===== src/hdl/trapezoid_fuzzy_membership_macros.svh =====
// ---------------------------------------------------------------------------
// Assertion macros for the trapezoid fuzzy membership block
// Clocked on clk_i, held off while rst_ni is low.
// ---------------------------------------------------------------------------
`ifndef TRAPEZOID_FUZZY_MEMBERSHIP_MACROS_SVH
`define TRAPEZOID_FUZZY_MEMBERSHIP_MACROS_SVH

`ifndef NO_ASSERTIONS
`define TFM_ASSERT(lbl, prop) \
  lbl: assert property (@(posedge clk_i) disable iff (!rst_ni) (prop)) \
    else $error("assertion failed");
`define TFM_ASSERT_NEVER(lbl, expr) \
  lbl: assert property (@(posedge clk_i) disable iff (!rst_ni) !(expr)) \
    else $error("forbidden condition seen");
`else
`define TFM_ASSERT(lbl, prop)
`define TFM_ASSERT_NEVER(lbl, expr)
`endif

`endif


===== src/hdl/tfm_pkg.sv =====
`timescale 1ns / 1ps
// ---------------------------------------------------------------------------
// tfm_pkg
// Shared types and constants of the trapezoid fuzzy membership block.
// ---------------------------------------------------------------------------
package tfm_pkg;

  localparam int unsigned FRAC_BITS_DEF = 16;
  localparam int unsigned REG_IDX_W     = 2;

  localparam logic [REG_IDX_W-1:0] REG_LEFT_FOOT      = 2'd0;
  localparam logic [REG_IDX_W-1:0] REG_LEFT_SHOULDER  = 2'd1;
  localparam logic [REG_IDX_W-1:0] REG_RIGHT_SHOULDER = 2'd2;
  localparam logic [REG_IDX_W-1:0] REG_RIGHT_FOOT     = 2'd3;

  // what the final grade is made of
  typedef enum logic [1:0] {
    KIND_ZERO = 2'b00,
    KIND_ONE  = 2'b01,
    KIND_DIV  = 2'b10
  } tfm_kind_e;

  typedef struct packed {
    logic      valid;
    tfm_kind_e kind;
  } tfm_ctl_t;

endpackage


===== src/hdl/tfm_classify.sv =====
`timescale 1ns / 1ps
// ---------------------------------------------------------------------------
// tfm_classify
// Region test of the sample against the breakpoints; sets up the
// numerator and divisor of the edge slope. One register stage.
// ---------------------------------------------------------------------------
module tfm_classify #(
  parameter int unsigned FRAC_BITS = tfm_pkg::FRAC_BITS_DEF
) (
  input  logic                 clk_i,
  input  logic                 rst_ni,
  input  logic                 en_i,
  input  logic                 valid_i,
  input  logic [FRAC_BITS:0]   x_i,
  input  logic [FRAC_BITS:0]   a_i,
  input  logic [FRAC_BITS:0]   b_i,
  input  logic [FRAC_BITS:0]   c_i,
  input  logic [FRAC_BITS:0]   d_i,
  output tfm_pkg::tfm_ctl_t    ctl_o,
  output logic [FRAC_BITS:0]   num_o,
  output logic [FRAC_BITS:0]   den_o
);
  import tfm_pkg::*;

  localparam int unsigned W = FRAC_BITS + 1;

  tfm_ctl_t       ctl_d, ctl_q;
  logic [W-1:0]   num_d, num_q, den_d, den_q;
  logic           plateau, outside, rising;

  always_comb begin
    plateau = (x_i >= b_i) && (x_i <= c_i);
    outside = (x_i <= a_i) || (x_i >= d_i);
    rising  = x_i < b_i;
    ctl_d.valid = valid_i;
    if (plateau) begin
      ctl_d.kind = KIND_ONE;
    end else if (outside) begin
      ctl_d.kind = KIND_ZERO;
    end else begin
      ctl_d.kind = KIND_DIV;
    end
    // num < den holds whenever the divide path is taken
    num_d = rising ? (x_i - a_i) : (d_i - x_i);
    den_d = rising ? (b_i - a_i) : (d_i - c_i);
  end

  always_ff @(posedge clk_i or negedge rst_ni) begin
    if (!rst_ni) begin
      ctl_q <= '{valid: 1'b0, kind: KIND_ZERO};
    end else if (en_i) begin
      ctl_q <= ctl_d;
    end
  end

  always_ff @(posedge clk_i) begin
    if (en_i) begin
      num_q <= num_d;
      den_q <= den_d;
    end
  end

  assign ctl_o = ctl_q;
  assign num_o = num_q;
  assign den_o = den_q;

endmodule


===== src/hdl/tfm_div_stage.sv =====
`timescale 1ns / 1ps
// ---------------------------------------------------------------------------
// tfm_div_stage
// One restoring-division step: produces one quotient bit per stage.
// ---------------------------------------------------------------------------
module tfm_div_stage #(
  parameter int unsigned FRAC_BITS = tfm_pkg::FRAC_BITS_DEF
) (
  input  logic                   clk_i,
  input  logic                   rst_ni,
  input  logic                   en_i,
  input  tfm_pkg::tfm_ctl_t      ctl_i,
  input  logic [FRAC_BITS:0]     rem_i,
  input  logic [FRAC_BITS:0]     den_i,
  input  logic [FRAC_BITS-1:0]   quo_i,
  output tfm_pkg::tfm_ctl_t      ctl_o,
  output logic [FRAC_BITS:0]     rem_o,
  output logic [FRAC_BITS:0]     den_o,
  output logic [FRAC_BITS-1:0]   quo_o
);
  import tfm_pkg::*;

  localparam int unsigned W = FRAC_BITS + 1;

  tfm_ctl_t               ctl_q;
  logic [W-1:0]           rem_d, rem_q, den_q;
  logic [FRAC_BITS-1:0]   quo_d, quo_q;
  logic [W:0]             shl;
  logic [W+1:0]           diff;
  logic                   take;

  always_comb begin
    shl   = {rem_i, 1'b0};
    diff  = {1'b0, shl} - {2'b00, den_i};
    take  = ~diff[W+1];
    rem_d = take ? diff[W-1:0] : shl[W-1:0];
    quo_d = {quo_i[FRAC_BITS-2:0], take};
  end

  always_ff @(posedge clk_i or negedge rst_ni) begin
    if (!rst_ni) begin
      ctl_q <= '{valid: 1'b0, kind: KIND_ZERO};
    end else if (en_i) begin
      ctl_q <= ctl_i;
    end
  end

  always_ff @(posedge clk_i) begin
    if (en_i) begin
      rem_q <= rem_d;
      den_q <= den_i;
      quo_q <= quo_d;
    end
  end

  assign ctl_o = ctl_q;
  assign rem_o = rem_q;
  assign den_o = den_q;
  assign quo_o = quo_q;

endmodule


===== src/hdl/trapezoid_fuzzy_membership.sv =====
`timescale 1ns / 1ps
// Pipeline: one classify stage, one stage per quotient bit of the slope
//   divider, one output register.
// Throughput: one word per cycle; the whole pipeline stalls together
//   only while the output word waits on m_axis_tready.
// Reset: async, active low; empties the pipeline and loads the
//   breakpoints a = 0, b = 0, c = 1.0, d = 1.0.
// ---------------------------------------------------------------------------
// trapezoid_fuzzy_membership
// Trapezoidal membership grade of a Q1.16 sample stream, breakpoints
// held in four write-only configuration registers.
// ---------------------------------------------------------------------------
`include "trapezoid_fuzzy_membership_macros.svh"

module trapezoid_fuzzy_membership #(
  parameter int unsigned FRAC_BITS = tfm_pkg::FRAC_BITS_DEF
) (
  input  logic                                  clk_i,
  input  logic                                  rst_ni,
  // configuration
  input  logic                                  cfg_we_i,
  input  logic [tfm_pkg::REG_IDX_W-1:0]         cfg_idx_i,
  input  logic [FRAC_BITS:0]                    cfg_data_i,
  // sample stream
  input  logic                                  s_axis_tvalid,
  output logic                                  s_axis_tready,
  input  logic [((FRAC_BITS + 8) / 8) * 8 - 1:0] s_axis_tdata,  // sample
  // grade stream
  output logic                                  m_axis_tvalid,
  input  logic                                  m_axis_tready,
  output logic [((FRAC_BITS + 8) / 8) * 8 - 1:0] m_axis_tdata   // grade
);
  import tfm_pkg::*;

  localparam int unsigned W  = FRAC_BITS + 1;
  localparam int unsigned TW = ((FRAC_BITS + 8) / 8) * 8;
  localparam logic [W-1:0] ONE = {1'b1, {FRAC_BITS{1'b0}}};

  logic [W-1:0] a_q, b_q, c_q, d_q;
  logic         en;

  tfm_ctl_t               ctl_s [0:FRAC_BITS];
  logic [W-1:0]           rem_s [0:FRAC_BITS];
  logic [W-1:0]           den_s [0:FRAC_BITS];
  logic [FRAC_BITS-1:0]   quo_s [0:FRAC_BITS];

  logic         out_vld_d, out_vld_q;
  logic [W-1:0] grade_d, grade_q;

  // breakpoint registers
  always_ff @(posedge clk_i or negedge rst_ni) begin
    if (!rst_ni) begin
      a_q <= '0;
      b_q <= '0;
      c_q <= ONE;
      d_q <= ONE;
    end else if (cfg_we_i) begin
      unique case (cfg_idx_i)
        REG_LEFT_FOOT:      a_q <= cfg_data_i;
        REG_LEFT_SHOULDER:  b_q <= cfg_data_i;
        REG_RIGHT_SHOULDER: c_q <= cfg_data_i;
        REG_RIGHT_FOOT:     d_q <= cfg_data_i;
        default: ;
      endcase
    end
  end

  // pipeline moves whenever the output register is free or being drained
  assign en            = ~out_vld_q | m_axis_tready;
  assign s_axis_tready = en;

  tfm_classify #(.FRAC_BITS(FRAC_BITS)) u_classify (
    .clk_i   (clk_i),
    .rst_ni  (rst_ni),
    .en_i    (en),
    .valid_i (s_axis_tvalid),
    .x_i     (s_axis_tdata[W-1:0]),
    .a_i     (a_q),
    .b_i     (b_q),
    .c_i     (c_q),
    .d_i     (d_q),
    .ctl_o   (ctl_s[0]),
    .num_o   (rem_s[0]),
    .den_o   (den_s[0])
  );
  assign quo_s[0] = '0;

  for (genvar i = 0; i < FRAC_BITS; i++) begin : g_div
    tfm_div_stage #(.FRAC_BITS(FRAC_BITS)) u_step (
      .clk_i  (clk_i),
      .rst_ni (rst_ni),
      .en_i   (en),
      .ctl_i  (ctl_s[i]),
      .rem_i  (rem_s[i]),
      .den_i  (den_s[i]),
      .quo_i  (quo_s[i]),
      .ctl_o  (ctl_s[i+1]),
      .rem_o  (rem_s[i+1]),
      .den_o  (den_s[i+1]),
      .quo_o  (quo_s[i+1])
    );
  end

  always_comb begin
    out_vld_d = ctl_s[FRAC_BITS].valid;
    case (ctl_s[FRAC_BITS].kind)
      KIND_ONE: grade_d = ONE;
      KIND_DIV: grade_d = {1'b0, quo_s[FRAC_BITS]};
      default:  grade_d = '0;
    endcase
  end

  always_ff @(posedge clk_i or negedge rst_ni) begin
    if (!rst_ni) begin
      out_vld_q <= 1'b0;
    end else if (en) begin
      out_vld_q <= out_vld_d;
    end
  end

  always_ff @(posedge clk_i) begin
    if (en) begin
      grade_q <= grade_d;
    end
  end

  assign m_axis_tvalid = out_vld_q;
  always_comb begin
    m_axis_tdata        = '0;
    m_axis_tdata[W-1:0] = grade_q;
  end

  `TFM_ASSERT_NEVER(a_grade_max, m_axis_tvalid && (m_axis_tdata[W-1:0] > ONE))
  `TFM_ASSERT_NEVER(a_pad_zero, m_axis_tvalid && (m_axis_tdata[TW-1:W] != '0))
  `TFM_ASSERT(a_plateau_one, (en && ctl_s[FRAC_BITS].valid && ctl_s[FRAC_BITS].kind == KIND_ONE) |=> (m_axis_tvalid && m_axis_tdata[W-1:0] == ONE))
  `TFM_ASSERT(a_div_below_one, (en && ctl_s[FRAC_BITS].valid && ctl_s[FRAC_BITS].kind != KIND_ONE) |=> (m_axis_tvalid && m_axis_tdata[W-1] == 1'b0))

endmodule

===== config.mk =====
export PLATFORM = sky130hd
export DESIGN_NAME = trapezoid_fuzzy_membership
export DESIGN_NICKNAME = d
export VERILOG_FILES = /design/src/hdl/tfm_pkg.sv /design/src/hdl/tfm_classify.sv /design/src/hdl/tfm_div_stage.sv /design/src/hdl/trapezoid_fuzzy_membership.sv
export VERILOG_INCLUDE_DIRS = /design/src /design/src/hdl
export SDC_FILE = /design/constraint.sdc
export NUM_CORES = 2
export LEC_CHECK = 0
export ABC_AREA = 1
export BUFFER_PORTS_ARGS = -buffer_cell sky130_fd_sc_hd__buf_2
export CORE_ASPECT_RATIO = 1.4
export CORE_MARGIN = 4
export CORE_UTILIZATION = 60
export DETAILED_ROUTE_END_ITERATION = 8
export PLACE_DENSITY_LB_ADDON = 0.08
export SYNTH_ARGS = -nofsm -noshare
export SYNTH_HDL_FRONTEND = slang
export SYNTH_SLANG_ARGS = --single-unit

===== constraint.sdc =====
create_clock -name clk_i -period 121.5 [get_ports clk_i]
set_input_delay 30.375 -clock clk_i [delete_from_list [all_inputs] [get_ports clk_i]]
set_output_delay 30.375 -clock clk_i [all_outputs]
set_load 0.05 [all_outputs]

# == Word level (Yosys, flattened, before mapping) ==
# Cells that the tools add are included.
# op_classes
eq_ne,5
mux,20
addsub,20
n_reduce_logical,7
n_lt_le_gt_ge,5
bitwise_logic,18
# op_table
op,n
$sub 18x17->19,16
$mux 17,17
$sub 17x17->17,4
$ge 17x17->1,2
$le 17x17->1,2
$pmux 17 s2,1
$lt 17x17->1,1
$not 1->1,17
$reduce_and 2->1,4
$eq 2x2->1 const B,3
$eq 2x1->1 const B,2
$mux 2,2
$logic_not 2->1,1
$logic_and 1x1->1,1
$logic_or 1x1->1,1
$or 1x1->1,1
# totals
output_inout_bits,26
input_bits,48
word_cells,178
ff_bits,817

# == Logic depth before layout (Yosys ltp) ==
# depth
word_depth,4
ltp_mapped,14
ltp_nobuf,14

# == Modules after synthesis ==
# A second synthesis with hierarchy kept.
# unflattened
cells_unflattened,6714
area_unflattened_um2,57513.9
# modules_own_cells
module,area_each_um2,seq_area_each_um2,n_inst,cells_per_inst
tfm_div_stage (g_div[1].u_step ...),2967.8,1576.5,9,335
tfm_div_stage (g_div[0].u_step ...),2997.9,1576.5,7,340
tfm_classify,6222.2,1096.1,1,951
trapezoid_fuzzy_membership,3595.9,2239.6,1,368

# == Worst setup path after synthesis ==
# Ideal clock, no wire load.
# synth_path
path_type,input to output
startpoint,input port m_axis_tready
endpoint,output port s_axis_tready
cell_stages,3
arrival_time_ns,49.898
slack_ns,41.227
n_path_buf,1
required_time_ns,91.125
cell_sequence,nor2_1 -> clkinv_1 -> clkbuf_1
# synth_via
elab_chain_cells,1
# synth_lines
item,line,source
from (decl),trapezoid_fuzzy_membership.sv:30,"input logic m_axis_tready,"
$or 1x1->1,trapezoid_fuzzy_membership.sv:69,assign en = ~out_vld_q | m_axis_tready;
to (decl),trapezoid_fuzzy_membership.sv:26,"output logic s_axis_tready,"
# Every way passes these cells.

# == Final worst setup path ==
# Ends and elaborated chain as after synthesis.

==> results.py <==
metrics = {
    "timing": {
        "skew_ps": 23.37,
        "rsz0062_at_grt": "false",
        "fin_crit_sh": 0.5085,
        "setup_viol_count_final": 0,
        "worst_pin_slew_ps": 1175,
        "drv_slew": 0,
        "hold_viol": 0,
        "period_minus_slack_ps": 61790,
        "final.setup.tns_ps": 0,
        "hold_ws_ps": 411.8,
        "slew_headroom": 0.2144,
        "fmax_mhz": 16.19,
    },
    "synthesis": {
        "synth_cells": 5471,
        "synth-seq-cells": 817,
        "netlist_area_sq_um": 48980,
        "synth_edf_count": 697,
        "synthTopCellsByArea": "edfxtp_1 43%, nand2_1 12%, ha_1 9.1%, inv_1 6.1%, dfrtp_1 6.0%",
        "synth_area_per_cell_sq_um": 8.953,
        "synth_warnings": 0,
        "synth_top_area_cell": "edfxtp_1",
        "async_flop_share": 0.1469,
        "yosysSeqAreaShare": 0.4887,
        "synth.distinct_cells": 40,
        "synth-main-ff-cell": "edfxtp_1",
        "synth_top_area_share": 0.4273,
    },
    "detailed_routing": {
        "route.detailed.drc": 0,
        "vias": 36490,
        "drt-wirelength-per-cell_um": 17.25,
        "first_iter_violations": 2292,
        "viasPerCell": 5.446,
        "firstDrtPassIters": 8,
        "antenna_left": 0,
        "totalWireLength_mm": 115.6,
    },
    "clock_tree": {
        "clk_path_buf_depth": 3,
        "ctsHoldBuffers": 0,
        "worstSkewPairLatency_ps": 650,
        "h-tree-depth": 3,
        "cts.sinks": 817,
        "cts_inserted_buffers": 82,
        "cts_resized": 0,
        "cts_setup_buffers": 0,
        "cts-root-buf": "clkbuf_16",
        "cts_tree": "done",
        "path_clk_slew_ps": 60,
    },
    "die": {
        "coreArea_sq_um": 80640,
        "die_w_um": 249.5,
        "die_h_um": 346.1,
        "start_util": 0.6074,
        "row_count": 123,
        "io_pins": 74,
        "dieArea_sq_um": 86340,
    },
    "setup_path": {
        "crit_required_ps": 91120,
        "worst-r2r-cell-count": 6,
        "crit_fanout": 114,
        "critPathKind": "in -> out",
        "cp.arrival_ps": 31410,
        "critPathMaxStageDelay_ps": 480,
        "crit_path_frequent_cell": "buf_2",
        "crit_chain": "buf_2, nor2_4, inv_8, buf_2",
        "slowest_stage": "inv_8",
        "end_kind": "primary output",
        "worst_setup_path_start_kind": "input pin",
    },
    "global_route": {
        "grt-ovfl-total": 0,
        "grt_pass1_vias": 35660,
        "antenna_found_initial": 6,
        "grt_max_degree": 191,
        "grt.total_usage": 0.2644,
        "grt_pass1_wl_mm": 183.9,
    },
    "worst_hold_path": {
        "worstHoldPathCells": 0,
        "hp-class": "reg -> reg",
    },
    "finish": {
        "final_common_cell": "nand2_1",
        "fin_nets": 5991,
        "layout_common_cells": "1527 x nand2_1, 790 x inv_1, 697 x edfxtp_1",
        "drive_gt1_frac": 0.05570,
        "area_growth_pct": 8.491,
        "final_core_util": 0.6590,
        "finalNonFillerCells": 6701,
        "final.fill_count": 6740,
    },
    "run_status": {
        "outcome": "finished, final reports clean",
    },
    "job": {
        "drv_cap": 0,
    },
    "placed_design": {
        "io_buffer_count": 59,
        "hpwl_mm": 89.11,
        "globalplace.congestion": 1.008,
        "dp.cells": 6546,
    },
}
## metal layers
| metal | share of wire | vias to the layer above | global-route usage | wire [um] |
|---|---|---|---|---|
| li1 | - | 18530 | - | - |
| met1 | 0.39 | 16870 | 0.3006 | 44550 |
| met2 | 0.53 | 802 | 0.4964 | 60760 |
| met3 | 0.039 | 284 | 0.03243 | 4479 |
| met4 | 0.050 | 8 | 0.1185 | 5757 |
| met5 | 0.00049 | - | 0 | 57 |
## path summary, 6_finish.rpt
| check | from | endpoint | slack, ps |
|---|---|---|---|
| max | m_axis_tready | s_axis_tready | 59710 |
| min | g_div[6].u_step.quo_o[2]$_DFFE_PP_ | g_div[7].u_step.quo_o[3]$_DFFE_PP_ | 410 |
| max reg2reg | m_axis_tvalid$_DFFE_PN0P_ | g_div[7].u_step.rem_o[4]$_DFFE_PP_ | 117570 |
| min reg2reg | g_div[6].u_step.quo_o[2]$_DFFE_PP_ | g_div[7].u_step.quo_o[3]$_DFFE_PP_ | 410 |
| max in group asynchronous | rst_ni | c_q[12]$_DFFE_PN0P_ | 90450 |
| min in group asynchronous | rst_ni | c_q[10]$_DFFE_PN0P_ | 29820 |
## worst max-delay path, delay by kind of cell
kind	cells	cell delay [ps]
buffers and inverters	3	970
AND/OR/NAND/NOR	1	50
## area by class of cell
type / count / area [sq um] / area share
repair buffers: 73 / 427.9 / 0.008052
diodes: 2 / 5.005 / 0.00009418
clock inverters: 52 / 648.1 / 0.01220
well taps: 1062 / 1329 / 0.02500
inverters: 791 / 2977 / 0.05601
multi-input cells: 3803 / 21600 / 0.4065
flip-flops and latches: 817 / 23940 / 0.4504
clock buffers: 101 / 2217 / 0.04172
## synth_stat cells, types with 13 or more instances
| master | instances |
|---|---|
| a21o_1 | 26 |
| a21oi_1 | 317 |
| a21oi_4 | 15 |
| buf_6 | 30 |
| clkbuf_1 | 24 |
| dfrtp_1 | 118 |
| edfxtp_1 | 697 |
| fa_1 | 19 |
| ha_1 | 356 |
| inv_1 | 790 |
| nand2_1 | 1527 |
| nand2_2 | 19 |
| nand3_1 | 268 |
| nand3_4 | 13 |
| nand3b_1 | 109 |
| nand4_1 | 127 |
| nand4_4 | 15 |
| nor2_1 | 359 |
| nor2_2 | 15 |
| nor3_4 | 15 |
| o21ai_0 | 299 |
| o21ai_1 | 95 |
| xnor2_1 | 26 |
| xor2_1 | 141 |
## stage by stage
step / setup slack, ps / area (sq um)
2_1_floorplan: 41230 / 49000
3_5_place_dp: 59680 / 50270
6_report: 59710 / 53140
3_3_place_gp: 59670 / 50270
4_1_cts: 59670 / 53140
5_1_grt: 59620 / 53140
## cells by family after synthesis
| group | share of synthesized area |
|---|---|
| AOI/OAI and AO/OA | 0.08317 |
| and+or+nand+nor | 0.2286 |
| other | 0.00007656 |
| DFF | 0.4887 |
| buffers and inverters | 0.07094 |
| xor gates and xnor gates | 0.02986 |
| adders and majority gates | 0.09870 |
## sequential cells by signal, indices dropped and copies added, names as in the netlist, 48 cells and up
| register | count |
|---|---|
| g_div.u_step.rem_o | 255 |
| g_div.u_step.quo_o | 136 |
| g_div.u_step.den_o | 255 |
| g_div.u_step.ctl_o | 48 |
Power is not shown: default switching activity piles up to over one toggle a cycle in this logic, so the estimate is an artifact.
